<file path="src/rtl/cvrc_pkg.sv">
// Package with the word types and register map of the coverage run coalescer.
package cvrc_pkg;

	// Input word: one position with its coverage, or a flush marker.
	typedef struct packed {
		logic [30:0] position;
		logic [31:0] coverage;
		logic        flush;
	} item_word_t;

	// Output word: one emitted run.
	typedef struct packed {
		logic [30:0] run_start;
		logic [30:0] run_end;
		logic [31:0] score;
	} run_word_t;

	// Configuration register map, as register indexes (byte address is 4 * index).
	localparam int unsigned CfgAddrW = 5;
	localparam logic [2:0] REG_SCALE_FACTOR = 3'd0;
	localparam logic [2:0] REG_MIN_COVER    = 3'd1;
	localparam logic [2:0] REG_MAX_COVER    = 3'd2;
	localparam logic [2:0] REG_REGION_LOW   = 3'd3;
	localparam logic [2:0] REG_REGION_HIGH  = 3'd4;

	// Reset values of the configuration registers.
	localparam logic [31:0] SCALE_FACTOR_RST = 32'h0001_0000;
	localparam logic [15:0] MIN_COVER_RST    = 16'd0;
	localparam logic [15:0] MAX_COVER_RST    = 16'd0;
	localparam logic [30:0] REGION_LOW_RST   = 31'd0;
	localparam logic [30:0] REGION_HIGH_RST  = 31'h7FFF_FFFF;

	// Scores are counted in hundredths.
	localparam logic [6:0] HUNDRED = 7'd100;

endpackage

</file>
<file path="src/rtl/coverage_run_coalescer.sv">
// Top level of the coverage run coalescer: pipeline, run tracking and register port.
//
// The item channel (item_valid, item_ready, item) takes one word per cycle while the
// pipeline does not hold: a 1-based position with its 16.16 coverage, or a flush
// word that closes the pass. Positions outside (region_low, region_high] are dropped.
// The run channel (run_valid, run_ready, run) gives a run when a word closes it: a
// gap, a change of score, or a flush, if its score lies within the cover limits. A
// word moves through an input register, a multiply stage, a rounding stage and the
// run tracking stage that loads the output register. Throughput is one word per
// cycle, set by the single 32x32 multiplier stage. When run_ready is low and a run
// is waiting, the whole pipeline holds; one more word is caught in a skid register,
// after which item_ready drops. item_ready is driven straight from a register. Reset
// clears the held run, the pipeline valid bits and the configuration registers to
// their default values; the block can take words in the first cycle after reset.
// The APB port is always ready.
module coverage_run_coalescer (
	input  logic                                clk,
	input  logic                                arst_n,
	input  logic                                item_valid,
	output logic                                item_ready,
	input  cvrc_pkg::item_word_t                item,
	output logic                                run_valid,
	input  logic                                run_ready,
	output cvrc_pkg::run_word_t                 run,
	input  logic                                psel,
	input  logic                                penable,
	input  logic                                pwrite,
	input  logic [cvrc_pkg::CfgAddrW-1:0]       paddr,
	input  logic [31:0]                         pwdata,
	output logic [31:0]                         prdata,
	output logic                                pready
);
	import cvrc_pkg::*;

	// Configuration registers.
	logic [31:0] scale_factor_q;
	logic [15:0] min_cover_q;
	logic [15:0] max_cover_q;
	logic [30:0] region_low_q;
	logic [30:0] region_high_q;
	logic [2:0]  reg_idx;
	logic        cfg_write;

	// Skid register and pipeline stages.
	logic        skid_valid_q;
	item_word_t  skid_q;
	item_word_t  front_word;
	logic        front_valid;
	logic        advance;

	logic        valid_s1;
	item_word_t  word_s1;
	logic        keep_s1;

	logic        valid_s2;
	logic [30:0] pos_s2;
	logic        flush_s2;
	logic [63:0] prod_s2;

	logic        valid_s3;
	logic [30:0] pos_s3;
	logic        flush_s3;
	logic [31:0] score_s3;

	// Rounding of the product.
	logic [39:0] whole100;
	logic [39:0] frac100;
	logic [39:0] score_sum;
	logic [31:0] score_sat;

	// Held run and output register.
	logic [30:0] held_start_q;
	logic [30:0] held_end_q;
	logic [31:0] held_score_q;
	logic        held_valid_q;
	logic        run_valid_q;
	run_word_t   run_q;

	logic [22:0] min_limit;
	logic [22:0] max_limit;
	logic        offer_ok;
	logic        new_run;
	logic        emit;

	// APB register access.
	assign pready    = 1'b1;
	assign reg_idx   = paddr[CfgAddrW-1:2];
	assign cfg_write = psel && penable && pwrite;

	always_ff @(posedge clk or negedge arst_n) begin
		if (!arst_n) begin
			scale_factor_q <= SCALE_FACTOR_RST;
			min_cover_q    <= MIN_COVER_RST;
			max_cover_q    <= MAX_COVER_RST;
			region_low_q   <= REGION_LOW_RST;
			region_high_q  <= REGION_HIGH_RST;
		end else if (cfg_write) begin
			case (reg_idx)
				REG_SCALE_FACTOR: scale_factor_q <= pwdata;
				REG_MIN_COVER:    min_cover_q    <= pwdata[15:0];
				REG_MAX_COVER:    max_cover_q    <= pwdata[15:0];
				REG_REGION_LOW:   region_low_q   <= pwdata[30:0];
				REG_REGION_HIGH:  region_high_q  <= pwdata[30:0];
				default: ;
			endcase
		end
	end

	always_comb begin
		case (reg_idx)
			REG_SCALE_FACTOR: prdata = scale_factor_q;
			REG_MIN_COVER:    prdata = {16'd0, min_cover_q};
			REG_MAX_COVER:    prdata = {16'd0, max_cover_q};
			REG_REGION_LOW:   prdata = {1'b0, region_low_q};
			REG_REGION_HIGH:  prdata = {1'b0, region_high_q};
			default:          prdata = 32'd0;
		endcase
	end

	// The pipeline moves whenever the output register is free or being emptied.
	assign advance     = !run_valid_q || run_ready;
	assign item_ready  = !skid_valid_q;
	assign front_word  = skid_valid_q ? skid_q : item;
	assign front_valid = skid_valid_q || item_valid;

	// Skid register: catches one word taken while the pipeline holds.
	always_ff @(posedge clk or negedge arst_n) begin
		if (!arst_n) begin
			skid_valid_q <= 1'b0;
		end else if (advance) begin
			skid_valid_q <= 1'b0;
		end else if (item_valid && !skid_valid_q) begin
			skid_valid_q <= 1'b1;
		end
	end

	always_ff @(posedge clk) begin
		if (!advance && item_valid && !skid_valid_q) begin
			skid_q <= item;
		end
	end

	// Valid bits of the stages; dropped positions leave the pipe after the input register.
	assign keep_s1 = word_s1.flush ||
		(word_s1.position > region_low_q && word_s1.position <= region_high_q);

	always_ff @(posedge clk or negedge arst_n) begin
		if (!arst_n) begin
			valid_s1 <= 1'b0;
			valid_s2 <= 1'b0;
			valid_s3 <= 1'b0;
		end else if (advance) begin
			valid_s1 <= front_valid;
			valid_s2 <= valid_s1 && keep_s1;
			valid_s3 <= valid_s2;
		end
	end

	// Stage payloads: input register, the weight product, then the rounded score.
	always_ff @(posedge clk) begin
		if (advance) begin
			word_s1  <= front_word;
			pos_s2   <= word_s1.position;
			flush_s2 <= word_s1.flush;
			prod_s2  <= 64'(word_s1.coverage) * 64'(scale_factor_q);
			pos_s3   <= pos_s2;
			flush_s3 <= flush_s2;
			score_s3 <= score_sat;
		end
	end

	// Score is 100 times the 32.32 product, rounded half up, saturated to 32 bits.
	assign whole100  = 40'(prod_s2[63:32]) * 40'(HUNDRED);
	assign frac100   = 40'(prod_s2[31:0]) * 40'(HUNDRED) + 40'h00_8000_0000;
	assign score_sum = whole100 + {32'd0, frac100[39:32]};
	assign score_sat = (score_sum[39:32] != 8'd0) ? 32'hFFFF_FFFF : score_sum[31:0];

	// Emission limits of the held run.
	assign min_limit = 23'(min_cover_q) * 23'(HUNDRED);
	assign max_limit = 23'(max_cover_q) * 23'(HUNDRED);
	assign offer_ok  = held_valid_q && (held_score_q >= {9'd0, min_limit}) &&
		((max_cover_q == 16'd0) || (held_score_q <= {9'd0, max_limit}));

	// A position opens a new run at a gap, a change of score, or with no run held.
	assign new_run = !held_valid_q || ({1'b0, pos_s3} > ({1'b0, held_end_q} + 32'd1)) ||
		(score_s3 != held_score_q);
	assign emit = valid_s3 && (flush_s3 || new_run) && offer_ok;

	// Held run tracking.
	always_ff @(posedge clk or negedge arst_n) begin
		if (!arst_n) begin
			held_start_q <= 31'd0;
			held_end_q   <= 31'd0;
			held_score_q <= 32'd0;
			held_valid_q <= 1'b0;
		end else if (advance && valid_s3) begin
			if (flush_s3) begin
				held_start_q <= 31'd0;
				held_end_q   <= 31'd0;
				held_score_q <= 32'd0;
				held_valid_q <= 1'b0;
			end else begin
				if (new_run) begin
					held_start_q <= pos_s3 - 31'd1;
					held_score_q <= score_s3;
					held_valid_q <= 1'b1;
				end
				held_end_q <= pos_s3;
			end
		end
	end

	// Output register.
	always_ff @(posedge clk or negedge arst_n) begin
		if (!arst_n) begin
			run_valid_q <= 1'b0;
		end else if (advance) begin
			run_valid_q <= emit;
		end
	end

	always_ff @(posedge clk) begin
		if (advance && emit) begin
			run_q.run_start <= held_start_q;
			run_q.run_end   <= held_end_q;
			run_q.score     <= held_score_q;
		end
	end

	assign run_valid = run_valid_q;
	assign run       = run_q;

endmodule

</file>
<file path="config.mk">
export PLATFORM = sky130hd
export DESIGN_NAME = coverage_run_coalescer
export DESIGN_NICKNAME = d
export VERILOG_FILES = /design/src/rtl/cvrc_pkg.sv /design/src/rtl/coverage_run_coalescer.sv
export SDC_FILE = /design/constraint.sdc
export NUM_CORES = 2
export LEC_CHECK = 0
export ABC_AREA = 1
export BUFFER_PORTS_ARGS = -buffer_cell sky130_fd_sc_hd__buf_4
export CAP_MARGIN = 20
export CORE_MARGIN = 4
export CORE_UTILIZATION = 43
export CTS_BUF_LIST = sky130_fd_sc_hd__clkbuf_8
export DETAILED_ROUTE_END_ITERATION = 8
export GPL_TIMING_DRIVEN = 0
export PLACE_DENSITY_LB_ADDON = 0.3
export SETUP_SLACK_MARGIN = 0.2
export SLEW_MARGIN = 20
export SYNTH_ARGS = -nofsm -noshare
export SYNTH_HDL_FRONTEND = slang
export SYNTH_SLANG_ARGS = --single-unit
</file>
<file path="constraint.sdc">
create_clock -name clk -period 7.8 [get_ports clk]
set_input_delay 1.56 -clock clk [delete_from_list [all_inputs] [get_ports clk]]
set_output_delay 1.56 -clock clk [all_outputs]
set_load 0.005 [all_outputs]
</file>
# Word-level counts from Yosys, hierarchy flattened
# Cells that the tools add are included.
[classes] add_sub_neg=4 multipliers=5 div_mod_pow=0 magnitude_cmp=5 eq_ne=5 shifts=0 n_mux=11 n_bitwise=0 reduce_logical=35
[op_table] op="$pmux 32 s5" n=1
[op_table] op="$mux 31" n=3
[op_table] op="$mul 32x5->37 const B" n=2
[op_table] op="$mul 32x32->64" n=1
[op_table] op="$mux 32" n=2
[op_table] op="$mux 64" n=1
[op_table] op="$mul 16x5->21 const B" n=2
[op_table] op="$add 39x32->40 const B" n=1
[op_table] op="$add 39x8->40" n=1
[op_table] op="$add 31x1->32 const B" n=1
[op_table] op="$ge 32x23->1" n=1
[op_table] op="$gt 31x32->1" n=1
[op_table] op="$le 32x23->1" n=1
[op_table] op="$ne 32x32->1" n=1
[op_table] op="$gt 31x31->1" n=1
[op_table] op="$le 31x31->1" n=1
[op_table] op="$sub 31x1->31 const B" n=1
[op_table] op="$logic_not 16->1" n=1
[op_table] op="$logic_and 1x1->1" n=13
[op_table] op="$reduce_and 2->1" n=6
[op_table] op="$reduce_bool 8->1" n=1
[op_table] op="$logic_or 1x1->1" n=7
[op_table] op="$eq 3x2->1 const B" n=2
[op_table] op="$logic_not 1->1" n=4
[op_table] op="5 further kinds" n=9
[totals] register_bits=608 latch_bits=0 ramBits=0 rom_bits=0 input_bits=108 out_inout_bits=129 word_cells=94 n_memories=0

# Logic depth before layout (Yosys ltp)
[logic_depth] ltp_word=8 mapped_depth=44 mapped_depth_nobuf=43

# Worst setup path before layout
# Ideal clock, no wire load.
[synth_timing] kind="input -> register" start="input run_ready" end="register skid_q[0] (netlist bit) (enable)" setup_time_ns=0.564 arrival_ns=8.062 required_time_ns=7.236 setup_slack_ns=-0.826 stages=3 path_buffers=0 cell_sequence="nor2_1 > inv_2 > nor3_1"
[synth_between] elab_chain_cells=4
[synth_rtl] element="start: declaration" line_no="coverage_run_coalescer.sv:23" text="input logic run_ready,"
[synth_rtl] element="$logic_or 1x1->1" line_no="coverage_run_coalescer.sv:121" text="assign advance = !run_valid_q || run_ready;"
[synth_rtl] element="$logic_not 1->1" line_no="coverage_run_coalescer.sv:138" text="if (!advance && item_valid && !skid_valid_q) begin"
[synth_rtl] element="$logic_and 1x1->1 (2 in a row)" line_no="coverage_run_coalescer.sv:138"
[synth_rtl] element="end signal: assignment" line_no="coverage_run_coalescer.sv:139" text="skid_q <= item;"
[synth_rtl] element="end: declaration" line_no="coverage_run_coalescer.sv:46" text="item_word_t skid_q;"
# No other way between the ends.
# A chain may end at the register's enable or synchronous reset.

# Worst setup path after layout
[layout_timing] start="register scale_factor_q[30]" end="register prod_s2[57], data pin"
[layout_between] elab_chain_cells=1
[layout_rtl] element="start: declaration" line_no="coverage_run_coalescer.sv:36" text="logic [31:0] scale_factor_q;"
[layout_rtl] element="start signal: assignment" line_no="coverage_run_coalescer.sv:99" text="REG_SCALE_FACTOR: scale_factor_q <= pwdata;"
[layout_rtl] element="$mul 32x32->64" line_no="coverage_run_coalescer.sv:165" text="prod_s2 <= 64'(word_s1.coverage) * 64'(scale_factor_q);"
[layout_rtl] element="end signal: assignment" line_no="coverage_run_coalescer.sv:165"
[layout_rtl] element="end: declaration" line_no="coverage_run_coalescer.sv:58" text="logic [63:0] prod_s2;"
# No other way between the ends.

==> impl_metrics.env <==
export IMPL_root_buffer="clkbuf_8"
export IMPL_wire_per_inst_um=19.9
export IMPL_holdPathStages=0
export IMPL_cp_max_fo=10
export IMPL_rsz0062_at_grt="yes"
export IMPL_dp_hpwl_um=195000
export IMPL_synth_edf_count=382
export IMPL_avgSynthCellArea_um2=8.32
export IMPL_worst_pin_slew_ns=1.15
export IMPL_r2r_slack_ns=0.24
export IMPL_htreeDepth=3
export IMPL_fin_crit_sh_pct=96.9
export IMPL_synth_top_cell_area_share_pct=26.6
export IMPL_cpPeakStageDelay_ns=0.65
export IMPL_drt_iter0_markers=4853
export IMPL_die_h_um=421
export IMPL_required_ns=8.37
export IMPL_synth_area_leaders="fa_1 27%, edfxtp_1 16%, ha_1 12%"
export IMPL_grt_pass1_wl_um=347000
export IMPL_cts_buffer_depth=3
export IMPL_fin_crit_ns=7.56
export IMPL_clk_latency_ns=0.86
export IMPL_cp_end_kind="register"
export IMPL_wirelength_um=229000
export IMPL_r2r_cells=24
export IMPL_async_flop_share_pct=37.2
export IMPL_die_w_um=421
export IMPL_worstPathCellList="clkbuf_2, clkbuf_2, nand2_1, inv_1, fa_1, inv_1, fa_1, inv_1, fa_1, fa_1, fa_1, fa_1, fa_1, ha_1, ha_2, nand2_1, nor2_1, inv_1, nor4_2, nand3_2, nand3_4, a21o_1, a21oi_1, xnor2_2"
export IMPL_hold_violations=0
export IMPL_critical_path_slowest_cell="fa_1"
export IMPL_final_nets=11000
export IMPL_core_um2=169000
export IMPL_synth_seq_cells=608
export IMPL_yosysMostFrequentCell="inv_1"
export IMPL_grt_overflow=0
export IMPL_fin_skew_ns=0.0771
export IMPL_fp_dieArea_um2=177000
export IMPL_num_vias=58800
export IMPL_via_per_inst=5.12
export IMPL_yosys_area_top_type="fa_1"
export IMPL_max_freq_mhz=132
export IMPL_rows=151
export IMPL_holdPathEnd="pos_s3[19]"
export IMPL_place_ws_ns=-0.935
export IMPL_drtAntennaViolNets=0
export IMPL_syn_nets=10600
export IMPL_r2r_end="prod_s2[57]"
export IMPL_synth_common_cells="2356 x inv_1, 2189 x nand2_1, 972 x fa_1"
export IMPL_syn_to_final_growth_pct=11.4
export IMPL_start_util_pct=43.2
export IMPL_holdWs_ns=0.412
export IMPL_cts_inserted_buffers=103
export IMPL_final_area_um2=81500
export IMPL_netlist_area_um2=73200
export IMPL_clkSlewWorstSetupHoldPaths_ns=0.07
export IMPL_dpl_instance_area_um2=77900
export IMPL_grt_usage_pct=26.0
export IMPL_layout_drive_gt1_share_pct=8.76
export IMPL_path_common_cell="fa_1"
export IMPL_status="finished clean"
export IMPL_worstHoldStart="pos_s2[19]"
export IMPL_port_buffers=232
export IMPL_ys_seq_area_share_pct=23.5
export IMPL_relSlewSlack_pct=22.8
export IMPL_finalSetupViolations=0
export IMPL_top_level_ports=237
export IMPL_yosysUniqueCellTypes=59
export IMPL_r2r_start="scale_factor_q[30]"
export IMPL_synthFlopType="edfxtp_1"
export IMPL_drv_cap=0
export IMPL_crit_path_start_kind="register"
export IMPL_gp_congestion=1.00
export IMPL_cts_tree="yes"
export IMPL_crit_type="register to register"
export IMPL_drcViolationCount=0
export IMPL_cts_sinks=608
export IMPL_fin_ws_ns=0.243
export IMPL_postSynthCellCount=8793
export IMPL_dr_pass1_iters=6
export IMPL_grt_max_degree=123
export IMPL_cts_hold_buffers=0
export IMPL_crit_arrival_ns=8.13
export IMPL_ys_warn_count=0
export IMPL_slew_violations=0
export IMPL_holdCritPathClass="register to register"
export IMPL_grt_pass1_vias=58800
export IMPL_antenna_found_initial=9
-- per-stage QoR --
step	utilization, %	cells	setup TNS [ns]
2_1_floorplan	-	8793	0
3_3_place_gp	45.9	11200	-128.80
3_5_place_dp	46.0	11300	-13.95
4_1_cts	47.8	11500	0
5_1_grt	48.1	11500	0
6_report	48.1	11500	0
-- state kept, by name, summed over array words and instances, names as in the netlist, 16 cells and up --
register	flops
region_low_q	31
pos_s2	31
region_high_q	31
pos_s3	31
held_end_q	31
run	94
prod_s2	64
max_cover_q	16
held_start_q	31
word_s1	64
scale_factor_q	32
skid_q	64
score_s3	32
held_score_q	32
min_cover_q	16
-- worst max path at each step --
stage                  startpoint           to  slack (ns)  depth (start not counted)
2_1_floorplan  scale_factor_q[16]  prod_s2[58]        0.97                         27
3_3_place_gp   scale_factor_q[25]  prod_s2[59]       -0.92                         25
3_5_place_dp   scale_factor_q[25]  prod_s2[59]       -0.94                         25
4_1_cts               word_s1[17]  prod_s2[54]        0.17                         27
5_1_grt                word_s1[8]  prod_s2[49]        0.11                         25
6_report       scale_factor_q[30]  prod_s2[57]        0.24                         24
-- worst max-delay path: cells and delay by family, from the launching register on --
kind,cells,cell delay (ns)
XOR/XNOR,1,0.16
AO/OA/AOI/OAI,2,0.26
flip-flops,1,0.36
adder cells (fa/ha/maj),9,4.36
AND/OR/NAND/NOR,6,1.22
buffers and inverters,6,0.92
-- final cells by class --
class                      count  area, um2
fill                       16500      87800
multi-input combinational   5518      46300
sequential                   608      17200
inverter                    2359       8870
tap                         2218       2780
timing repair buffer         274       2210
buffer                       307       1930
clock buffer                 117       1610
clock inverter                74        622
antenna                       11       27.5
-- routing by layer --
metal  vias up  part of all wire (%)  GRT usage, %
met2      2283                    46          41.6
li1      27100                     -             -
met3       573                   7.5          4.10
met4         0                   7.0          14.8
met1     28800                    40          33.5
met5         -                     0             0
-- timing repair --
action                                 CTS  global route
pin swaps                                4            10
buffers inserted                        17            14
resized for setup                      329           223
setup endpoints to repair               37            59
endpoints found under the hold margin    0             0
-- cells by family (layout without fill, tap and decap cells) --
kind of cell | count (synthesis) | in the layout | synth area share [%]
AND/OR/NAND/NOR | 2898 | 2898 | 16.0
buffers and inverters | 2667 | 3131 | 13.8
adder cells (fa/ha/maj) | 1689 | 1689 | 38.9
AO/OA/AOI/OAI | 740 | 740 | 5.67
flip-flops | 608 | 608 | 23.5
XOR/XNOR | 190 | 190 | 2.27
other | 1 | 12 | 0.00513
-- cell usage in the layout, fill, tap and decap left out, types with 60 or more instances in the layout --
| master | count |
|---|---|
| clkbuf_2 | 60 |
| nor2_1 | 309 |
| ha_1 | 701 |
| nand3_1 | 193 |
| nand2_1 | 2186 |
| edfxtp_1 | 382 |
| buf_4 | 301 |
| o21ai_0 | 305 |
| fa_1 | 961 |
| xor2_1 | 135 |
| a21oi_1 | 244 |
| clkbuf_4 | 65 |
| inv_1 | 2387 |
| clkbuf_8 | 130 |
| dfrtp_1 | 194 |
| clkbuf_1 | 68 |
Power is not shown: default switching activity piles up to over one toggle a cycle in this logic, so the estimate is an artifact.
